$ cat config.mk
export PLATFORM = sky130hd
export DESIGN_NAME = differential_drive_wheel_speeds_core
export DESIGN_NICKNAME = d
export VERILOG_FILES = /design/src/hw/rtl/ddws_pkg.sv /design/src/hw/rtl/differential_drive_wheel_speeds_core.sv /design/src/hw/rtl/ddws_div.sv /design/src/hw/rtl/ddws_mul.sv
export VERILOG_INCLUDE_DIRS = /design/src /design/src/hw/rtl
export SDC_FILE = /design/constraint.sdc
export NUM_CORES = 2
export LEC_CHECK = 0
export BUFFER_PORTS_ARGS = -buffer_cell sky130_fd_sc_hd__clkbuf_2
export CORE_MARGIN = 8
export CORE_UTILIZATION = 45
export CTS_CLUSTER_DIAMETER = 150
export DETAILED_ROUTE_END_ITERATION = 16
export PLACE_DENSITY_LB_ADDON = 0.12
export SLEW_MARGIN = 0
export SYNTH_ARGS = -nofsm -noshare
export SYNTH_HDL_FRONTEND = slang
export SYNTH_SLANG_ARGS = --single-unit
$ cat constraint.sdc
create_clock -name clk_i -period 18.1 [get_ports clk_i]
set_input_delay 3.62 -clock clk_i [delete_from_list [all_inputs] [get_ports clk_i]]
set_output_delay 3.62 -clock clk_i [all_outputs]
set_load 0.05 [all_outputs]
$ cat src/hw/rtl/differential_drive_wheel_speeds_core_macros.svh
// Assertion helpers shared by the wheel speed core modules.
`ifndef DIFFERENTIAL_DRIVE_WHEEL_SPEEDS_CORE_MACROS_SVH
`define DIFFERENTIAL_DRIVE_WHEEL_SPEEDS_CORE_MACROS_SVH
`ifndef SYNTHESIS
`define DDWS_ASSERT(lbl, prop, msg) \
  lbl: assert property (@(posedge clk_i) disable iff (!rst_ni) prop) else $error(msg);
`define DDWS_ASSERT_NEVER(lbl, cond, msg) \
  lbl: assert property (@(posedge clk_i) disable iff (!rst_ni) !(cond)) else $error(msg);
`else
`define DDWS_ASSERT(lbl, prop, msg)
`define DDWS_ASSERT_NEVER(lbl, cond, msg)
`endif
`endif

$ cat src/hw/rtl/ddws_pkg.sv
`timescale 1ns / 1ps
package ddws_pkg;

  localparam int unsigned OpW     = 3;
  localparam int unsigned ValW    = 16;
  localparam int unsigned CfgW    = 24;
  localparam int unsigned CfgIdxW = 3;
  localparam int unsigned LenW    = 16;
  localparam int unsigned L2dW    = 24;
  localparam int unsigned LimW    = 7;
  localparam int unsigned SpdW    = 21;
  localparam int unsigned RadW    = 17;
  localparam int unsigned QShift  = 16;
  localparam int unsigned FullW   = 24;
  localparam int unsigned MulAW   = 33;
  localparam int unsigned MulBW   = 24;
  localparam int unsigned MulPW   = MulAW + MulBW;
  localparam int unsigned DivQW   = 24;
  localparam int unsigned DivDW   = RadW;
  localparam int unsigned DivNW   = DivQW + DivDW;
  localparam int unsigned DivCntW = $clog2(DivQW + 1);
  localparam int unsigned PercentFull = 100;

  localparam logic [LenW-1:0] TreadRst = LenW'(150);
  localparam logic [L2dW-1:0] L2dRst   = L2dW'(327680);
  localparam logic [LenW-1:0] TightRst = LenW'(100);
  localparam logic [LenW-1:0] WideRst  = LenW'(5100);
  localparam logic [LimW-1:0] LimitRst = LimW'(100);

  localparam logic [FullW-1:0] SpdMaxMag = FullW'((1 << (SpdW - 1)) - 1);
  localparam logic [FullW-1:0] SpdMinMag = FullW'(1 << (SpdW - 1));

  typedef enum logic [OpW-1:0] {
    OP_SPEED = 3'd0,
    OP_STEER = 3'd1,
    OP_CURVE = 3'd2,
    OP_TURN  = 3'd3,
    OP_STOP  = 3'd4,
    OP_START = 3'd5,
    OP_TICK  = 3'd6
  } op_e;

  typedef enum logic [CfgIdxW-1:0] {
    CFG_TREAD = 3'd0,
    CFG_L2D   = 3'd1,
    CFG_TIGHT = 3'd2,
    CFG_WIDE  = 3'd3,
    CFG_LIMIT = 3'd4
  } cfg_idx_e;

  typedef enum logic [3:0] {
    ST_IDLE,
    ST_RATE,
    ST_TERM,
    ST_FULL,
    ST_CM1,
    ST_CM2,
    ST_CDIV,
    ST_OUT
  } state_e;

  typedef struct packed {
    logic             start;
    logic [DivNW-1:0] dividend;
    logic [DivDW-1:0] divisor;
  } div_req_t;

  typedef struct packed {
    logic busy;
    logic done;
  } div_stat_t;

  function automatic logic signed [SpdW-1:0] sat_speed(input logic neg,
                                                        input logic [FullW-1:0] mag);
    logic signed [SpdW-1:0] res;
    if (!neg) begin
      if (mag > SpdMaxMag) res = $signed({1'b0, {(SpdW - 1){1'b1}}});
      else res = $signed({1'b0, mag[SpdW-2:0]});
    end else begin
      if (mag >= SpdMinMag) res = $signed({1'b1, {(SpdW - 1){1'b0}}});
      else res = -$signed({1'b0, mag[SpdW-2:0]});
    end
    return res;
  endfunction

endpackage

$ cat src/hw/rtl/differential_drive_wheel_speeds_core.sv
`timescale 1ns / 1ps
`include "differential_drive_wheel_speeds_core_macros.svh"
// Channel   | Handshake                  | Payload
// ----------+----------------------------+---------------------------------------
// cfg       | cfg_we_i                   | cfg_idx_i, cfg_wdata_i
// in        | in_valid_i / in_ready_o    | op_i, value_i, brake_req_i
// out       | out_valid_o / out_ready_i  | left_speed_o, right_speed_o, brake_out_o
//
// Commands other than steer and tick complete in ST_IDLE. A steer with nonzero percent
// runs through ST_RATE and ST_TERM, using the 24-step shared divider. A tick on a curve
// makes three passes through the shared multiplier and a 24-step divide.
// Reset loads the register defaults and clears all pending command state.
// A finished result holds in the output register while the next transaction is taken.
module differential_drive_wheel_speeds_core (
  input  logic                                clk_i,
  input  logic                                rst_ni,
  input  logic                                cfg_we_i,
  input  logic [ddws_pkg::CfgIdxW-1:0]        cfg_idx_i,
  input  logic [ddws_pkg::CfgW-1:0]           cfg_wdata_i,
  input  logic                                in_valid_i,
  output logic                                in_ready_o,
  input  logic [ddws_pkg::OpW-1:0]            op_i,
  input  logic signed [ddws_pkg::ValW-1:0]    value_i,
  input  logic                                brake_req_i,
  output logic                                out_valid_o,
  input  logic                                out_ready_i,
  output logic signed [ddws_pkg::SpdW-1:0]    left_speed_o,
  output logic signed [ddws_pkg::SpdW-1:0]    right_speed_o,
  output logic                                brake_out_o
);
  import ddws_pkg::*;

  localparam int unsigned SumW = RadW + 2;
  localparam logic signed [SumW-1:0] RadMax = $signed({3'b000, {(RadW - 1){1'b1}}});
  localparam logic signed [SumW-1:0] RadMin = $signed({3'b111, {(RadW - 1){1'b0}}});

  logic [LenW-1:0] tread_q, tight_q, wide_q;
  logic [L2dW-1:0] l2d_q;
  logic [LimW-1:0] limit_q;

  state_e state_q, state_d;

  logic                   pending_q, pending_d;
  logic signed [ValW-1:0] body_q, body_d;
  logic signed [RadW-1:0] radius_q, radius_d;
  logic                   straight_q, straight_d;
  logic signed [ValW-1:0] turn_q, turn_d;
  logic                   brake_q, brake_d;

  logic                   p_neg_q, p_neg_d;
  logic [LimW-1:0]        mag_q, mag_d;
  logic [FullW-1:0]       full_q, full_d;
  logic signed [SpdW-1:0] res_left_q, res_left_d, res_right_q, res_right_d;
  logic                   res_brake_q, res_brake_d;

  logic                   out_valid_q, out_valid_d;
  logic signed [SpdW-1:0] out_left_q, out_left_d, out_right_q, out_right_d;
  logic                   out_brake_q, out_brake_d;

  logic             mul_en;
  logic [MulAW-1:0] mul_a;
  logic [MulBW-1:0] mul_b;
  logic [MulPW-1:0] mul_p;
  div_req_t         div_req;
  div_stat_t        div_stat;
  logic [DivQW-1:0] div_quot;

  logic                   accept;
  logic                   out_free;
  logic                   body_neg;
  logic [ValW-1:0]        body_abs;
  logic [ValW-1:0]        val_abs;
  logic [LimW-1:0]        mag_in;
  logic                   diff_neg;
  logic [LenW-1:0]        diff_mag;
  logic                   over_full;
  logic [LimW-1:0]        hund_mag;
  logic                   term_neg;
  logic [RadW-1:0]        r_abs, r_eff, d_eff;
  logic [FullW-1:0]       full_mag;
  logic signed [SumW-1:0] s_term, s_sum, s_fin;
  logic signed [RadW-1:0] rad_sat;
  logic                   go_direct;

  ddws_mul u_mul (
    .clk_i (clk_i),
    .en_i  (mul_en),
    .a_i   (mul_a),
    .b_i   (mul_b),
    .p_o   (mul_p)
  );

  ddws_div u_div (
    .clk_i  (clk_i),
    .rst_ni (rst_ni),
    .req_i  (div_req),
    .stat_o (div_stat),
    .quot_o (div_quot)
  );

  always_ff @(posedge clk_i or negedge rst_ni) begin
    if (!rst_ni) begin
      tread_q <= TreadRst;
      l2d_q   <= L2dRst;
      tight_q <= TightRst;
      wide_q  <= WideRst;
      limit_q <= LimitRst;
    end else if (cfg_we_i) begin
      unique case (cfg_idx_i)
        CFG_TREAD: tread_q <= cfg_wdata_i[LenW-1:0];
        CFG_L2D:   l2d_q   <= cfg_wdata_i[L2dW-1:0];
        CFG_TIGHT: tight_q <= cfg_wdata_i[LenW-1:0];
        CFG_WIDE:  wide_q  <= cfg_wdata_i[LenW-1:0];
        CFG_LIMIT: limit_q <= cfg_wdata_i[LimW-1:0];
        default: ;
      endcase
    end
  end

  assign in_ready_o = (state_q == ST_IDLE);
  assign accept     = in_valid_i && in_ready_o;
  assign out_free   = !out_valid_q || out_ready_i;

  assign body_neg  = body_q[ValW-1];
  assign body_abs  = body_neg ? ValW'(-body_q) : ValW'(body_q);
  assign val_abs   = value_i[ValW-1] ? ValW'(-value_i) : ValW'(value_i);
  assign mag_in    = (val_abs > ValW'(limit_q)) ? limit_q : val_abs[LimW-1:0];
  assign diff_neg  = wide_q < tight_q;
  assign diff_mag  = diff_neg ? tight_q - wide_q : wide_q - tight_q;
  assign over_full = mag_q > LimW'(PercentFull);
  assign hund_mag  = over_full ? mag_q - LimW'(PercentFull) : LimW'(PercentFull) - mag_q;
  assign term_neg  = diff_neg ^ over_full;

  assign r_abs = radius_q[RadW-1] ? RadW'(-radius_q) : RadW'(radius_q);
  assign r_eff = (r_abs < RadW'(tread_q)) ? RadW'(tread_q) : r_abs;
  assign d_eff = r_eff - RadW'(tread_q);

  assign full_mag  = mul_p[FullW+QShift-1:QShift];
  assign go_direct = (turn_q != '0) || straight_q || (radius_q == '0);

  assign s_term = term_neg ? -$signed({2'b00, mul_p[RadW-1:0]})
                           :  $signed({2'b00, mul_p[RadW-1:0]});
  assign s_sum  = $signed({3'b000, tight_q}) + s_term;
  assign s_fin  = p_neg_q ? -s_sum : s_sum;

  always_comb begin
    if (s_fin > RadMax) rad_sat = RadMax[RadW-1:0];
    else if (s_fin < RadMin) rad_sat = RadMin[RadW-1:0];
    else rad_sat = s_fin[RadW-1:0];
  end

  always_comb begin
    state_d = state_q;
    unique case (state_q)
      ST_IDLE: begin
        if (accept) begin
          if (op_i == OP_STEER && mag_in != '0) state_d = ST_RATE;
          else if (op_i == OP_TICK && pending_q) begin
            state_d = (body_q == '0) ? ST_OUT : ST_FULL;
          end
        end
      end
      ST_RATE: if (div_stat.done) state_d = ST_TERM;
      ST_TERM: state_d = ST_IDLE;
      ST_FULL: state_d = go_direct ? ST_OUT : ST_CM1;
      ST_CM1:  state_d = ST_CM2;
      ST_CM2:  state_d = ST_CDIV;
      ST_CDIV: if (div_stat.done) state_d = ST_OUT;
      ST_OUT:  if (out_free) state_d = ST_IDLE;
      default: state_d = ST_IDLE;
    endcase
  end

  always_comb begin
    pending_d   = pending_q;
    body_d      = body_q;
    radius_d    = radius_q;
    straight_d  = straight_q;
    turn_d      = turn_q;
    brake_d     = brake_q;
    p_neg_d     = p_neg_q;
    mag_d       = mag_q;
    full_d      = full_q;
    res_left_d  = res_left_q;
    res_right_d = res_right_q;
    res_brake_d = res_brake_q;
    out_valid_d = out_valid_q && !out_ready_i;
    out_left_d  = out_left_q;
    out_right_d = out_right_q;
    out_brake_d = out_brake_q;
    mul_en      = 1'b0;
    mul_a       = '0;
    mul_b       = '0;
    div_req     = '0;

    unique case (state_q)
      ST_IDLE: begin
        if (accept) begin
          unique case (op_i)
            OP_SPEED: begin
              body_d    = value_i;
              pending_d = 1'b1;
            end
            OP_STEER: begin
              pending_d = 1'b1;
              if (mag_in == '0) begin
                straight_d = 1'b1;
                radius_d   = '0;
              end else begin
                p_neg_d          = value_i[ValW-1];
                mag_d            = mag_in;
                div_req.start    = 1'b1;
                div_req.dividend = DivNW'(diff_mag);
                div_req.divisor  = DivDW'(PercentFull);
              end
            end
            OP_CURVE: begin
              radius_d   = {value_i[ValW-1], value_i};
              straight_d = 1'b0;
              pending_d  = 1'b1;
            end
            OP_TURN: begin
              turn_d     = value_i;
              radius_d   = '0;
              straight_d = 1'b0;
              pending_d  = 1'b1;
            end
            OP_STOP: begin
              brake_d   = brake_req_i;
              turn_d    = '0;
              body_d    = '0;
              pending_d = 1'b1;
            end
            OP_START: pending_d = 1'b1;
            OP_TICK: begin
              if (pending_q) begin
                if (body_q == '0) begin
                  res_left_d  = '0;
                  res_right_d = '0;
                  res_brake_d = brake_q;
                end else begin
                  mul_en = 1'b1;
                  mul_a  = MulAW'(body_abs);
                  mul_b  = l2d_q;
                end
              end
            end
            default: ;
          endcase
        end
      end
      ST_RATE: begin
        if (div_stat.done) begin
          mul_en = 1'b1;
          mul_a  = MulAW'(div_quot);
          mul_b  = MulBW'(hund_mag);
        end
      end
      ST_TERM: begin
        radius_d   = rad_sat;
        straight_d = 1'b0;
      end
      ST_FULL: begin
        full_d      = full_mag;
        res_brake_d = 1'b0;
        if (turn_q != '0) begin
          res_left_d  = sat_speed(body_neg ^ turn_q[ValW-1], full_mag);
          res_right_d = sat_speed(!(body_neg ^ turn_q[ValW-1]), full_mag);
        end else if (go_direct) begin
          res_left_d  = sat_speed(body_neg, full_mag);
          res_right_d = sat_speed(body_neg, full_mag);
        end else begin
          mul_en = 1'b1;
          mul_a  = MulAW'(d_eff);
          mul_b  = MulBW'(body_abs);
        end
      end
      ST_CM1: begin
        mul_en = 1'b1;
        mul_a  = mul_p[MulAW-1:0];
        mul_b  = l2d_q;
      end
      ST_CM2: begin
        div_req.start    = 1'b1;
        div_req.dividend = mul_p[DivNW+QShift-1:QShift];
        div_req.divisor  = r_eff;
      end
      ST_CDIV: begin
        if (div_stat.done) begin
          if (radius_q[RadW-1]) begin
            res_left_d  = sat_speed(body_neg, div_quot);
            res_right_d = sat_speed(body_neg, full_q);
          end else begin
            res_left_d  = sat_speed(body_neg, full_q);
            res_right_d = sat_speed(body_neg, div_quot);
          end
        end
      end
      ST_OUT: begin
        if (out_free) begin
          out_valid_d = 1'b1;
          out_left_d  = res_left_q;
          out_right_d = res_right_q;
          out_brake_d = res_brake_q;
          pending_d   = 1'b0;
        end
      end
      default: ;
    endcase
  end

  always_ff @(posedge clk_i or negedge rst_ni) begin
    if (!rst_ni) begin
      state_q     <= ST_IDLE;
      pending_q   <= 1'b0;
      body_q      <= '0;
      radius_q    <= '0;
      straight_q  <= 1'b1;
      turn_q      <= '0;
      brake_q     <= 1'b0;
      out_valid_q <= 1'b0;
    end else begin
      state_q     <= state_d;
      pending_q   <= pending_d;
      body_q      <= body_d;
      radius_q    <= radius_d;
      straight_q  <= straight_d;
      turn_q      <= turn_d;
      brake_q     <= brake_d;
      out_valid_q <= out_valid_d;
    end
  end

  always_ff @(posedge clk_i) begin
    p_neg_q     <= p_neg_d;
    mag_q       <= mag_d;
    full_q      <= full_d;
    res_left_q  <= res_left_d;
    res_right_q <= res_right_d;
    res_brake_q <= res_brake_d;
    out_left_q  <= out_left_d;
    out_right_q <= out_right_d;
    out_brake_q <= out_brake_d;
  end

  assign out_valid_o   = out_valid_q;
  assign left_speed_o  = out_left_q;
  assign right_speed_o = out_right_q;
  assign brake_out_o   = out_brake_q;

  `DDWS_ASSERT(a_div_start_state, div_req.start |-> (state_q == ST_IDLE || state_q == ST_CM2), "divider started out of sequence")
  `DDWS_ASSERT(a_out_hold, (state_q == ST_OUT && !out_free) |=> state_q == ST_OUT, "result dropped while output busy")
  `DDWS_ASSERT(a_brake_zero, (out_valid_q && out_brake_q) |-> (out_left_q == '0 && out_right_q == '0), "brake with nonzero speed")
  `DDWS_ASSERT(a_pending_clear, (state_q == ST_OUT && out_free) |=> !pending_q && out_valid_q, "pending not cleared on result")
endmodule

$ cat src/hw/rtl/ddws_div.sv
`timescale 1ns / 1ps
`include "differential_drive_wheel_speeds_core_macros.svh"
module ddws_div (
  input  logic                       clk_i,
  input  logic                       rst_ni,
  input  ddws_pkg::div_req_t         req_i,
  output ddws_pkg::div_stat_t        stat_o,
  output logic [ddws_pkg::DivQW-1:0] quot_o
);
  import ddws_pkg::*;

  logic               busy_q, busy_d;
  logic               done_q, done_d;
  logic [DivCntW-1:0] cnt_q, cnt_d;
  logic [DivDW-1:0]   rem_q, rem_d;
  logic [DivQW-1:0]   qs_q, qs_d;
  logic [DivDW-1:0]   dvs_q, dvs_d;
  logic [DivDW:0]     trial;
  logic               fits;

  assign trial = {rem_q, qs_q[DivQW-1]};
  assign fits  = trial >= {1'b0, dvs_q};

  always_comb begin
    busy_d = busy_q;
    done_d = 1'b0;
    cnt_d  = cnt_q;
    rem_d  = rem_q;
    qs_d   = qs_q;
    dvs_d  = dvs_q;
    if (req_i.start) begin
      busy_d = 1'b1;
      cnt_d  = DivCntW'(DivQW);
      rem_d  = req_i.dividend[DivNW-1:DivQW];
      qs_d   = req_i.dividend[DivQW-1:0];
      dvs_d  = req_i.divisor;
    end else if (busy_q) begin
      rem_d = fits ? DivDW'(trial - {1'b0, dvs_q}) : trial[DivDW-1:0];
      qs_d  = {qs_q[DivQW-2:0], fits};
      cnt_d = cnt_q - DivCntW'(1);
      if (cnt_q == DivCntW'(1)) begin
        busy_d = 1'b0;
        done_d = 1'b1;
      end
    end
  end

  always_ff @(posedge clk_i or negedge rst_ni) begin
    if (!rst_ni) begin
      busy_q <= 1'b0;
      done_q <= 1'b0;
      cnt_q  <= '0;
    end else begin
      busy_q <= busy_d;
      done_q <= done_d;
      cnt_q  <= cnt_d;
    end
  end

  always_ff @(posedge clk_i) begin
    rem_q <= rem_d;
    qs_q  <= qs_d;
    dvs_q <= dvs_d;
  end

  assign stat_o.busy = busy_q;
  assign stat_o.done = done_q;
  assign quot_o      = qs_q;

  `DDWS_ASSERT_NEVER(a_div_restart, req_i.start && busy_q, "divider restarted while busy")
  `DDWS_ASSERT(a_div_done_follows, done_q |-> $past(busy_q) && !busy_q, "done without run")
  `DDWS_ASSERT(a_div_rem_bound, busy_q |-> rem_q < dvs_q, "partial remainder out of range")
endmodule

$ cat src/hw/rtl/ddws_mul.sv
`timescale 1ns / 1ps
module ddws_mul (
  input  logic                       clk_i,
  input  logic                       en_i,
  input  logic [ddws_pkg::MulAW-1:0] a_i,
  input  logic [ddws_pkg::MulBW-1:0] b_i,
  output logic [ddws_pkg::MulPW-1:0] p_o
);
  import ddws_pkg::*;

  logic [MulPW-1:0] p_q, p_d;

  assign p_d = en_i ? a_i * b_i : p_q;

  always_ff @(posedge clk_i) begin
    p_q <= p_d;
  end

  assign p_o = p_q;
endmodule

==> summary.md <==
| Metric | Value |
|---|---|
| Status | finished clean |
| First-pass GRT wire length | 247900 microns |
| Final net count | 6399 |
| RSZ-0062 raised after global routing | false |
| Boundary Pins | 97 |
| Comb pwr share | 57.5% |
| Routed WL per cell | 24.06 microns |
| Synthesis Warnings | 0 |
| Final wirelength | 163700 microns |
| Total power | 5.697 mW |
| Max-Cap Viols | 0 |
| Pins Over Slew Limit | 0 |
| ANT nets after route | 0 |
| Hold Vio Cnt, Final | 0 |
| Startpoint Class | flop |
| Setup violations, final | 0 |
| Synthesized cell area | 48440 sq um |
| DR vias | 38750 |
| Worst hold path type | reg2reg |
| Part of the power in registers | 26.8% |
| WP data required | 18.41 ns |
| Post-route design area | 51960 sq um |
| Area growth, synth to finish | 7.274% |
| Root Buffer | clkbuf_16 |
| Largest net degree at the start of global routing | 76 |
| Crit path max fanout | 15 |
| TNS Setup | 0 ns |
| Number of core rows | 120 |
| Clock latency on the worst-skew pair | 0.60 ns |
| Vias per inst | 5.697 |
| Final worst path period need | 14.87 ns |
| CP top delay family | compound AO/OA/AOI/OAI gates |
| Buffers on Ports | 96 |
| Crit path DAT | 15.19 ns |
| Worst-path clk slew | 0.06 ns |
| Worst path slowest cell | o41ai_1 |
| Most common cell after layout, fill and taps aside | inv_1 |
| Max incr delay on CP | 0.78 ns |
| Commonest cells after routing, fill and taps aside | inv_1, nand2_1, fa_1 |
| GRT Util Overall | 27.68% |
| GP Congestion | 0.9169 |
| Final Cycle Share | 82.18% |
| Avg Cell Area, Syn | 8.950 sq um |
| Vias in the first global route | 39280 |
| Synthesis-stage register bit count | 375 |
| Power Dens Cells | 109.6 nW/um^2 |
| Gr ovfl total | 0 |
| DRC | 0 |
| Die height | 344.1 microns |
| TritonCTS clock tree | built |
| Post-synthesis cell count | 5412 |
| Layout cells sized above 1 | 8.006% |
| Initial Utilization | 45.31% |
| Setup bufs post-CTS | 0 |
| CP endpoint kind | flop |
| Sw frac | 49.26% |
| Clk buf depth | 3 |
| # hold bufs at CTS | 0 |
| Drt pass-1 iters | 6 |
| Worst vdd ir | 0.07500 mV |
| Die area | 118400 sq um |
| Worst Tran Pin Value | 1.257 ns |
| Layout fillers | 10370 |
| Syn nets | 6447 |
| Critical path's most frequent cell | fa_1 |
| Antenna violations before repair | 5 |
| Internal power | 2.891 mW |
| Placed wire-length estimate | 123500 microns |
| Core footprint | 106900 sq um |
| Max Clock Skew | 0.03192 ns |
| Switch Pwr | 2.807 mW |
| Sequential area share after synthesis | 21.84% |
| CP Class | reg2reg |
| Rel. slew slack | 16.23% |
| Share of flip-flops with an asynchronous set or reset | 37.87% |
| Chip width | 344.1 microns |
| Max Freq | 0.06723 GHz |
| Ys flop type | edfxtp_1 |
| Iteration-0 DRC Markers | 3492 |
| Num Clock Sinks | 375 |
| Clock share of power | 15.7% |
| Count of cell types in the netlist | 96 |
| Post_cts resized | 0 |
| CTS H-Tree Depth | 2 |
| Hold WS | 0.4197 ns |
| Post-synth EDFFs | 233 |
| Fin util | 48.60% |
| Num CTS Buffers | 43 |
| Crit path buf inv count | 7 |
| Placed Area | 50560 sq um |
| Leak pwr | 23.91 nW |
-- final timing paths --
| check | startpoint | endpoint | slack, ns | cells past startpoint |
|---|---|---|---|---|
| worst min-delay path | res_right_q[5] | right_speed_o[5] | 0.42 | 0 |
| worst max-delay path | radius_q[5] | u_mul.p_o[56] | 3.23 | 50 |
| max in group asynchronous | rst_ni | radius_q[16] | 13.53 | 2 |
| worst min register to register | res_right_q[5] | right_speed_o[5] | 0.42 | 0 |
| min in group asynchronous | rst_ni | limit_q[4] | 3.07 | 1 |
| worst max register to register | radius_q[5] | u_mul.p_o[56] | 3.23 | 50 |
-- power groups by stage --
stage / logic [mW] / clock network, mW / registers [mW]
after floorplan: 2.29 / 0 / 1.36
after global placement: 3.18 / 0 / 1.53
after detailed placement: 3.20 / 0 / 1.53
after CTS: 3.22 / 0.917 / 1.52
after global routing: 3.56 / 0.945 / 1.54
final: 3.27 / 0.896 / 1.53
-- area by class of cell --
type / count / area [sq um] / area share (%)
clock inverter: 24 / 262.8 / 0.5057
antenna: 2 / 5.005 / 0.009632
timing repair buffer: 187 / 1170 / 2.251
clock buffer: 53 / 1134 / 2.182
inverter: 931 / 3495 / 6.726
sequential: 375 / 10580 / 20.36
tap: 1403 / 1755 / 3.378
multi-input combinational: 3826 / 33560 / 64.59
-- per-layer routing --
layer / part of all wire, % / global-route usage (%) / vias to the layer above
met4: 4.1 / 9.851 / 0
li1: - / - / 17320
met3: 7.7 / 3.943 / 286
met5: 0 / 0 / -
met1: 43 / 38.57 / 19540
met2: 45 / 44.06 / 1601
-- metrics by stage --
stage | setup WS [ns] | instances
4_1_cts | 3.343 | 6799
3_5_place_dp | 3.453 | 6722
6_report | 3.225 | 6801
2_1_floorplan | 4.597 | 5412
5_1_grt | 2.265 | 6799
3_3_place_gp | 3.622 | 6722
-- sequential cells by signal (all words and copies together), names as in the netlist, 3 cells and up --
name	cells
turn_q	16
state_q	3
limit_q	7
right_speed_o	21
l2d_q	24
u_mul.p_o	57
full_q	24
res_left_q	21
tread_q	16
radius_q	17
u_div.cnt_q	5
tight_q	16
res_right_q	21
u_div.quot_o	24
u_div.dvs_q	17
left_speed_o	21
u_div.rem_q	17
body_q	16
wide_q	16
mag_q	7
-- logic make-up after synthesis --
logic type | Yosys count | synth area share [%]
and+or+nand+nor | 1637 | 14.83
DFF | 375 | 21.84
muxes | 109 | 2.451
xor gates and xnor gates | 193 | 3.490
AOI/OAI and AO/OA | 904 | 11.88
buffers and inverters | 1211 | 9.501
adders and majority gates | 983 | 36.01
-- worst reg2reg max path, delay by kind of cell (launching register included) --
family          cells  cell delay (ns)
compound gates     20             6.26
buf+inv             7             0.66
simple gates        9             1.84
mux                 1             0.36
fa+ha+maj          10             4.45
flops               1             0.45
xor+xnor            3             0.61
-- synth_stat cells, types with 27 or more instances --
cell type / count / area [sq um]
ha_1: 298 / 3729
dfrtp_1: 121 / 3028
clkbuf_1: 244 / 915.9
fa_1: 685 / 13710
a22o_1: 39 / 341.6
and2_1: 106 / 663.1
edfxtp_1: 233 / 6997
nand3_1: 34 / 170.2
o21ai_0: 258 / 1291
nand2_1: 905 / 3397
a21o_1: 55 / 412.9
inv_1: 929 / 3487
nand2b_1: 33 / 206.5
nor2b_1: 27 / 168.9
o22ai_1: 58 / 362.9
nor2_1: 308 / 1156
a21oi_1: 232 / 1161
xor2_1: 77 / 674.4
or3_1: 34 / 212.7
o31ai_1: 28 / 210.2
nor3_1: 82 / 410.4
xnor2_1: 116 / 1016
a22oi_1: 36 / 270.3
mux2_2: 65 / 732.0
mux2i_1: 41 / 410.4
Note: power is estimated with default switching activity, not from simulation.
